**config.mk**
```make
export PLATFORM = sky130hd
export DESIGN_NAME = wildcard_url_matcher_top_flat
export DESIGN_NICKNAME = d
export VERILOG_FILES = /design/src/sv/wum_pkg.sv /design/src/sv/wum_req_if.sv /design/src/sv/wum_res_if.sv /design/src/sv/wildcard_url_matcher_top.sv /design/src/sv/wum_cell.sv /design/src/flat_wrapper.sv
export SDC_FILE = /design/constraint.sdc
export NUM_CORES = 1
export LEC_CHECK = 0
export BUFFER_PORTS_ARGS = -buffer_cell sky130_fd_sc_hd__buf_4
export CORE_UTILIZATION = 55
export DETAILED_ROUTE_END_ITERATION = 6
export PLACE_DENSITY = 0.8
export SLEW_MARGIN = 25
export SYNTH_ARGS = -nofsm -noshare
export SYNTH_HDL_FRONTEND = slang
export SYNTH_SLANG_ARGS = --single-unit
export TNS_END_PERCENT = 50
```
**constraint.sdc**
```tcl
create_clock -name clk -period 5.5 [get_ports clk]
set_input_delay 0.55 -clock clk [delete_from_list [all_inputs] [get_ports clk]]
set_output_delay 0.55 -clock clk [all_outputs]
set_load 0.02 [all_outputs]
```
**src/sv/wum_pkg.sv**
```systemverilog
// shared types and constants for the wildcard url matcher
// no dependencies
`default_nettype none

package wum_pkg;

    localparam int PATTERN_MAX_DEF = 64;
    localparam logic [7:0] WILDCARD = 8'd42;

    typedef enum logic [1:0] {
        REQ_CLEAR  = 2'd0,
        REQ_APPEND = 2'd1,
        REQ_URL    = 2'd2,
        REQ_END    = 2'd3
    } req_type_t;

    // broadcast control for one pattern cell
    typedef struct packed {
        logic       feed;
        logic       rearm;
        logic       rearm_live;
        logic       act;
        logic       wr;
        logic [7:0] data;
    } cell_ctrl_t;

    // hand-off from one cell to the next position
    typedef struct packed {
        logic adv;
        logic clos;
    } cell_link_t;

endpackage

`default_nettype wire

```
**src/sv/wum_req_if.sv**
```systemverilog
// request channel: req_type and data_byte with valid/ready
// no dependencies
`default_nettype none

interface wum_req_if;
    logic       valid;
    logic       ready;
    logic [1:0] req_type;
    logic [7:0] data_byte;

    modport source (output valid, output req_type, output data_byte, input ready);
    modport sink (input valid, input req_type, input data_byte, output ready);
endinterface

`default_nettype wire

```
**src/sv/wum_res_if.sv**
```systemverilog
// result channel: matched and pattern_overflow with valid/ready
// no dependencies
`default_nettype none

interface wum_res_if;
    logic valid;
    logic ready;
    logic matched;
    logic pattern_overflow;

    modport source (output valid, output matched, output pattern_overflow, input ready);
    modport sink (input valid, input matched, input pattern_overflow, output ready);
endinterface

`default_nettype wire

```
**src/sv/wildcard_url_matcher_top.sv**
```systemverilog
// top level of the wildcard url matcher: pattern bookkeeping and the cell row
// depends on wum_pkg, wum_req_if, wum_res_if, wum_cell
//
//   channel  dir  fields                        handshake
//   req      in   req_type, data_byte           valid/ready
//   res      out  matched, pattern_overflow     valid/ready
//
// one item per cycle while req.ready is high; a url byte updates every pattern position at once in the cell row
// an end-of-url item shows its result in the cycle after acceptance in the output register
// runs of stars are stored as one star, so star closure reaches only the next cell
// reset leaves an empty pattern with position zero live; no clearing pass
// req.ready drops only while a result is held and res.ready is low
`default_nettype none

module wildcard_url_matcher_top
    import wum_pkg::*;
#(
    parameter int PATTERN_MAX = PATTERN_MAX_DEF
)
(
    input  wire logic clk,
    input  wire logic rst_n,
    wum_req_if.sink   req,
    wum_res_if.source res
);

    localparam int CW = $clog2(PATTERN_MAX + 1);
    localparam logic [CW-1:0] LEN_FULL = CW'(PATTERN_MAX);

    logic [CW-1:0] clen_reg, clen_next;
    logic [CW-1:0] llen_reg, llen_next;
    logic          ovf_reg, ovf_next;
    logic          last_star_reg, last_star_next;
    logic          first_star_reg, first_star_next;
    logic          res_valid_reg, res_valid_next;
    logic          matched_reg, matched_next;
    logic          povf_reg, povf_next;

    logic          accept;
    logic          is_star_in;
    logic          app_store;
    logic          do_rearm;
    logic          do_feed;
    req_type_t     op;

    cell_ctrl_t               ctrl [PATTERN_MAX+1];
    cell_link_t               link [PATTERN_MAX+2];
    logic [PATTERN_MAX:0]     live;

    assign op         = req_type_t'(req.req_type);
    assign req.ready  = !res_valid_reg || res.ready;
    assign accept     = req.valid && req.ready;
    assign is_star_in = (req.data_byte == WILDCARD);

    always_comb
    begin
        clen_next       = clen_reg;
        llen_next       = llen_reg;
        ovf_next        = ovf_reg;
        last_star_next  = last_star_reg;
        first_star_next = first_star_reg;
        app_store       = 1'b0;
        do_rearm        = 1'b0;
        do_feed         = 1'b0;
        matched_next    = matched_reg;
        povf_next       = povf_reg;
        res_valid_next  = res_valid_reg && !res.ready;
        if (accept)
        begin
            unique case (op)
                REQ_CLEAR:
                begin
                    clen_next       = '0;
                    llen_next       = '0;
                    ovf_next        = 1'b0;
                    last_star_next  = 1'b0;
                    first_star_next = 1'b0;
                    do_rearm        = 1'b1;
                end
                REQ_APPEND:
                begin
                    do_rearm = 1'b1;
                    if (llen_reg < LEN_FULL)
                    begin
                        llen_next = llen_reg + CW'(1);
                        if (!(is_star_in && last_star_reg))
                        begin
                            app_store      = 1'b1;
                            clen_next      = clen_reg + CW'(1);
                            last_star_next = is_star_in;
                            if (clen_reg == '0)
                            begin
                                first_star_next = is_star_in;
                            end
                        end
                    end
                    else
                    begin
                        ovf_next = 1'b1;
                    end
                end
                REQ_URL:
                begin
                    do_feed = 1'b1;
                end
                REQ_END:
                begin
                    do_rearm       = 1'b1;
                    res_valid_next = 1'b1;
                    matched_next   = live[clen_reg];
                    povf_next      = ovf_reg;
                end
                default:
                begin
                    do_feed = 1'b0;
                end
            endcase
        end
    end

    always_ff @(posedge clk or negedge rst_n)
    begin
        if (!rst_n)
        begin
            clen_reg       <= '0;
            llen_reg       <= '0;
            ovf_reg        <= 1'b0;
            last_star_reg  <= 1'b0;
            first_star_reg <= 1'b0;
            res_valid_reg  <= 1'b0;
        end
        else
        begin
            clen_reg       <= clen_next;
            llen_reg       <= llen_next;
            ovf_reg        <= ovf_next;
            last_star_reg  <= last_star_next;
            first_star_reg <= first_star_next;
            res_valid_reg  <= res_valid_next;
        end
    end

    always_ff @(posedge clk)
    begin
        matched_reg <= matched_next;
        povf_reg    <= povf_next;
    end

    assign link[0] = '0;

    for (genvar i = 0; i <= PATTERN_MAX; i++)
    begin : g_cell
        always_comb
        begin
            ctrl[i].feed  = do_feed;
            ctrl[i].rearm = do_rearm;
            if (i == 0)
            begin
                ctrl[i].rearm_live = 1'b1;
            end
            else if (i == 1)
            begin
                ctrl[i].rearm_live = first_star_next;
            end
            else
            begin
                ctrl[i].rearm_live = 1'b0;
            end
            ctrl[i].act  = (CW'(i) < clen_reg);
            ctrl[i].wr   = accept && app_store && (CW'(i) == clen_reg);
            ctrl[i].data = req.data_byte;
        end

        wum_cell #(
            .RST_LIVE (i == 0)
        ) u_cell (
            .clk      (clk),
            .rst_n    (rst_n),
            .ctrl     (ctrl[i]),
            .link_in  (link[i]),
            .link_out (link[i+1]),
            .live     (live[i])
        );
    end

    assign res.valid            = res_valid_reg;
    assign res.matched          = matched_reg;
    assign res.pattern_overflow = povf_reg;

    a_clen_le_llen: assert property (@(posedge clk) disable iff (!rst_n)
        clen_reg <= llen_reg)
        else $error("stored length exceeds logical length");

    a_ovf_full: assert property (@(posedge clk) disable iff (!rst_n)
        ovf_reg |-> (llen_reg == LEN_FULL))
        else $error("overflow flagged with room left");

    a_last_star: assert property (@(posedge clk) disable iff (!rst_n)
        (last_star_reg || first_star_reg) |-> (clen_reg != '0))
        else $error("star flag set on empty pattern");

    a_clear: assert property (@(posedge clk) disable iff (!rst_n)
        (accept && op == REQ_CLEAR) |=> (clen_reg == '0 && live[0] && !live[1]))
        else $error("clear did not re-arm");

    a_res_src: assert property (@(posedge clk) disable iff (!rst_n)
        $rose(res_valid_reg) |-> $past(accept && op == REQ_END))
        else $error("result without end of url");

endmodule

`default_nettype wire

```
**src/sv/wum_cell.sv**
```systemverilog
// one pattern position: stored byte and live bit, linked to its neighbors
// depends on wum_pkg
`default_nettype none

module wum_cell
    import wum_pkg::*;
#(
    parameter logic RST_LIVE = 1'b0
)
(
    input  wire logic       clk,
    input  wire logic       rst_n,
    input  wire cell_ctrl_t ctrl,
    input  wire cell_link_t link_in,
    output cell_link_t      link_out,
    output logic            live
);

    logic [7:0] data_reg;
    logic       live_reg;
    logic       live_next;
    logic       star;
    logic       stay;
    logic       pre;

    always_comb
    begin
        star          = (data_reg == WILDCARD);
        stay          = live_reg && ctrl.act && star;
        link_out.adv  = live_reg && ctrl.act && !star && (data_reg == ctrl.data);
        pre           = stay || link_in.adv;
        link_out.clos = pre && ctrl.act && star;
        if (ctrl.rearm)
        begin
            live_next = ctrl.rearm_live;
        end
        else if (ctrl.feed)
        begin
            live_next = pre || link_in.clos;
        end
        else
        begin
            live_next = live_reg;
        end
    end

    always_ff @(posedge clk or negedge rst_n)
    begin
        if (!rst_n)
        begin
            live_reg <= RST_LIVE;
        end
        else
        begin
            live_reg <= live_next;
        end
    end

    always_ff @(posedge clk)
    begin
        if (ctrl.wr)
        begin
            data_reg <= ctrl.data;
        end
    end

    assign live = live_reg;

endmodule

`default_nettype wire
```
**src/flat_wrapper.sv**
```systemverilog
// flat-port wrapper written by rule: the top's interface ports become plain ports
module wildcard_url_matcher_top_flat import wum_pkg::*;
#(
    parameter int PATTERN_MAX = PATTERN_MAX_DEF
)
  (clk, rst_n, req_valid, req_req_type, req_data_byte, req_ready, res_valid, res_matched, res_pattern_overflow, res_ready);
  wum_req_if req_i ();
  wum_res_if res_i ();
  input  wire logic clk;
  input  wire logic rst_n;
  input wire logic [$bits(req_i.valid)-1:0] req_valid;
  input wire logic [$bits(req_i.req_type)-1:0] req_req_type;
  input wire logic [$bits(req_i.data_byte)-1:0] req_data_byte;
  output wire logic [$bits(req_i.ready)-1:0] req_ready;
  output wire logic [$bits(res_i.valid)-1:0] res_valid;
  output wire logic [$bits(res_i.matched)-1:0] res_matched;
  output wire logic [$bits(res_i.pattern_overflow)-1:0] res_pattern_overflow;
  input wire logic [$bits(res_i.ready)-1:0] res_ready;
  assign req_i.valid = req_valid;
  assign req_i.req_type = req_req_type;
  assign req_i.data_byte = req_data_byte;
  assign req_ready = req_i.ready;
  assign res_valid = res_i.valid;
  assign res_matched = res_i.matched;
  assign res_pattern_overflow = res_i.pattern_overflow;
  assign res_i.ready = res_ready;
  wildcard_url_matcher_top #(.PATTERN_MAX(PATTERN_MAX)) u_core (.clk(clk), .rst_n(rst_n), .req(req_i), .res(res_i));
endmodule
```
==> results.toml <==
[routing]
dr.first_iter.drc_count = 2764
postRouteAntennaNets = 0
drc = 6
dr.pass1.iters = 7
drt-total-wl_mm = 78.6
wire_per_inst_um = 25.7
via_count = 20400
vias_per_cell = 6.66

[timing]
fmax_mhz = 287
holdWs_ns = 0.250
drv_slew = 0
clock_skew_ns = 0.0116
slew_headroom_pct = 23.4
worst_slew_pin_slew_ns = 1.14
layout_setup_ws_ns = 2.02
period_needed_ns = 3.48
setup_viol = 0
final_hold_viol_count = 0
period_share_pct = 63.3
timing.setup.tns_ns = 0
rsz0062_at_grt = "false"

[cts]
clk_pin_slew_ns = 0.06
cts_made_buffers = 59
root_buffer = "clkbuf_16"
clock_path_buffers = 3
cts_sinks = 605
cts_resized = 0
tritoncts = "yes"
insertion_delay_ns = 0.64
cts_htree_levels = 2

[grt]
antenna_found_initial = 3
grt_pass1_vias = 20900
track_usage_pct = 29.0
grt_start_max_net_pins = 104
gr-total-overflow = 0
grt_pass1_wl_mm = 120

[cells_and_area]
syn_to_final_growth_pct = 9.33
largest_reg_flops = 520
final_common_cell = "edfxtp_1"
final_cell_mix = "edfxtp_1 (522), xnor2_1 (274), xor2_1 (241), nand2_1 (147), nor2_1 (131)"
final_layout_size_suffix_gt1_share_pct = 8.41
multi_input_area_sq_um = 11300
num-fill-cells = 3827
layout.nets = 2333
seq_area_sq_um = 17800
fin_area_sq_um = 32400

[yosys]
seq_area_frac_synth_pct = 59.9
async_flop_share_pct = 13.7
synth.distinct_cells = 86
netlist_instances = 2300
yosysWarnings = 0
syn_area_sq_um = 29700
synth_nets = 2319
synth_edf_count = 522
synth_flop_cell = "edfxtp_1"
syn_avg_cell_area_sq_um = 12.9
synth-seq-cells = 605

[setup_path]
r2r-start = "u_core.res.valid$_DFF_PN0_"
required_ns = 5.77
cp-startpoint = "u_core.res.valid$_DFF_PN0_"
cp_max_fo = 15
critPathCaptureType = "flop"
cp.arrival_ns = 3.75
cp-start-kind = "flop"
path_class = "flop to flop"

[floorplan]
core-area_sq_um = 52900
rows = 84
ioPinCount = 18
dieWidth_um = 234
initial_core_util_pct = 56.1
chipHeight_um = 234
die_area_sq_um = 54900

[status]
status = "finished with violations"
violations = "design-rule violations"

[placement]
place_area_sq_um = 30500
dp_slack_ns = 1.98
place.gp.congestion = 0.912
dp_hpwl_mm = 49.3
io_buffers = 17

[hold_path]
worstHoldPathType = "input port to flop"
holdCritStartpoint = "req_data_byte[0]"

[power_and_ir_drop]
p_per_area_nw_per_um2 = 302
peakVddDrop_mv = 0.268
power.leakage_uw = 0.0104

[job]
drv_cap = 0
where the power goes:
group / leakage [uW] / internal [uW] / switching (uW) / total [uW]
Combinational: 0.00360 / 206 / 494 / 700
Sequential: 0.00584 / 5010 / 37.1 / 5050
Clock: 0.000959 / 2280 / 1760 / 4030
final cells by class:
class | instances | share of cell area, %
timing repair buffer | 63 | 1.67
multi-input combinational | 1567 | 34.7
clock inverter | 38 | 1.07
tap | 688 | 2.66
inverter | 18 | 0.208
sequential | 605 | 54.8
clock buffer | 74 | 4.88
antenna | 3 | 0.0232
cell usage after synthesis (5+ instances only):
master / number / area [sq um]
a211oi_1: 6 / 45.0
a21o_1: 15 / 113
a21oi_1: 62 / 310
a22o_1: 14 / 123
a22oi_1: 10 / 75.1
a31oi_1: 16 / 100
and2_1: 8 / 50.1
and4b_1: 17 / 170
buf_2: 55 / 275
buf_4: 21 / 158
buf_6: 7 / 78.8
clkbuf_1: 25 / 93.8
dfrtp_1: 82 / 2050
edfxtp_1: 522 / 15700
ha_1: 5 / 62.6
inv_1: 16 / 60.1
mux4_2: 18 / 405
nand2_1: 149 / 559
nand2b_1: 8 / 50.1
nand3_1: 53 / 265
nand4_1: 76 / 475
nor2_1: 132 / 495
nor2b_1: 7 / 43.8
nor3_1: 33 / 165
nor3b_1: 6 / 45.0
nor4_1: 71 / 444
nor4b_1: 48 / 420
nor4bb_1: 60 / 601
o211ai_1: 14 / 105
o21a_1: 5 / 37.5
o21ai_0: 78 / 390
o21ai_1: 5 / 25.0
o22ai_1: 11 / 68.8
o31a_1: 5 / 43.8
o31ai_1: 10 / 75.1
or3_1: 11 / 68.8
or4_1: 11 / 82.6
xnor2_1: 274 / 2400
xor2_1: 241 / 2110
routing by layer:
metal  track usage [%]  wire [um]  up-vias
met4              14.5       3720        0
met2              46.0      36000     1361
met5                 0          0        -
li1                  -          -     8692
met1              37.0      29800    10000
met3              7.50       9010      265
critical path: stages (launching register included):
cell,delay (ns)
dfrtp_1,0.37
nand2b_1,0.17
and2_1,0.17
buf_4,0.33
nand3_1,0.27
a21oi_1,0.21
buf_4,0.24
nand4_1,0.52
nor2_1,0.81
stage by stage:
step | util (%) | power (uW) | std cells
after floorplan | - | 5550 | 2300
after global placement | 57.6 | 5800 | 2940
after detailed placement | 57.6 | 5820 | 2940
after CTS | 61.3 | 9800 | 3053
after global routing | 61.3 | 10000 | 3053
final | 61.3 | 9780 | 3056
logic make-up after synthesis:
group                    share of synthesized area [%]
AND/OR/NAND/NOR                                   14.2
XOR/XNOR                                          15.2
buffers and inverters                             2.30
flip-flops                                        59.9
AO/OA/AOI/OAI                                     6.76
adder cells (fa/ha/maj)                          0.211
multiplexers                                      1.47
final timing paths:
path | cells after the start | to | slack, ns
setup / recovery | 8 | u_core.g_cell[13].u_cell.data_reg[2]$_DFFE_PP_ | 2.02
hold / removal | 1 | u_core.g_cell[41].u_cell.data_reg[0]$_DFFE_PP_ | 0.25
setup reg to reg | 8 | u_core.g_cell[13].u_cell.data_reg[2]$_DFFE_PP_ | 2.02
hold reg to reg | 0 | u_core.res.pattern_overflow$_DFFE_PP_ | 0.47
max in group asynchronous | 3 | u_core.clen_reg[0]$_DFFE_PN0P_ | 3.82
min in group asynchronous | 2 | u_core.g_cell[9].u_cell.live$_DFFE_PN0P_ | 0.46
timing repair:
item / in CTS / in global routing
endpoints found under the hold margin: 36 / 0
setup buffers: 0 / 0
hold buffers: 1 / 0
No activity file was read; power rests on OpenSTA's default activity.
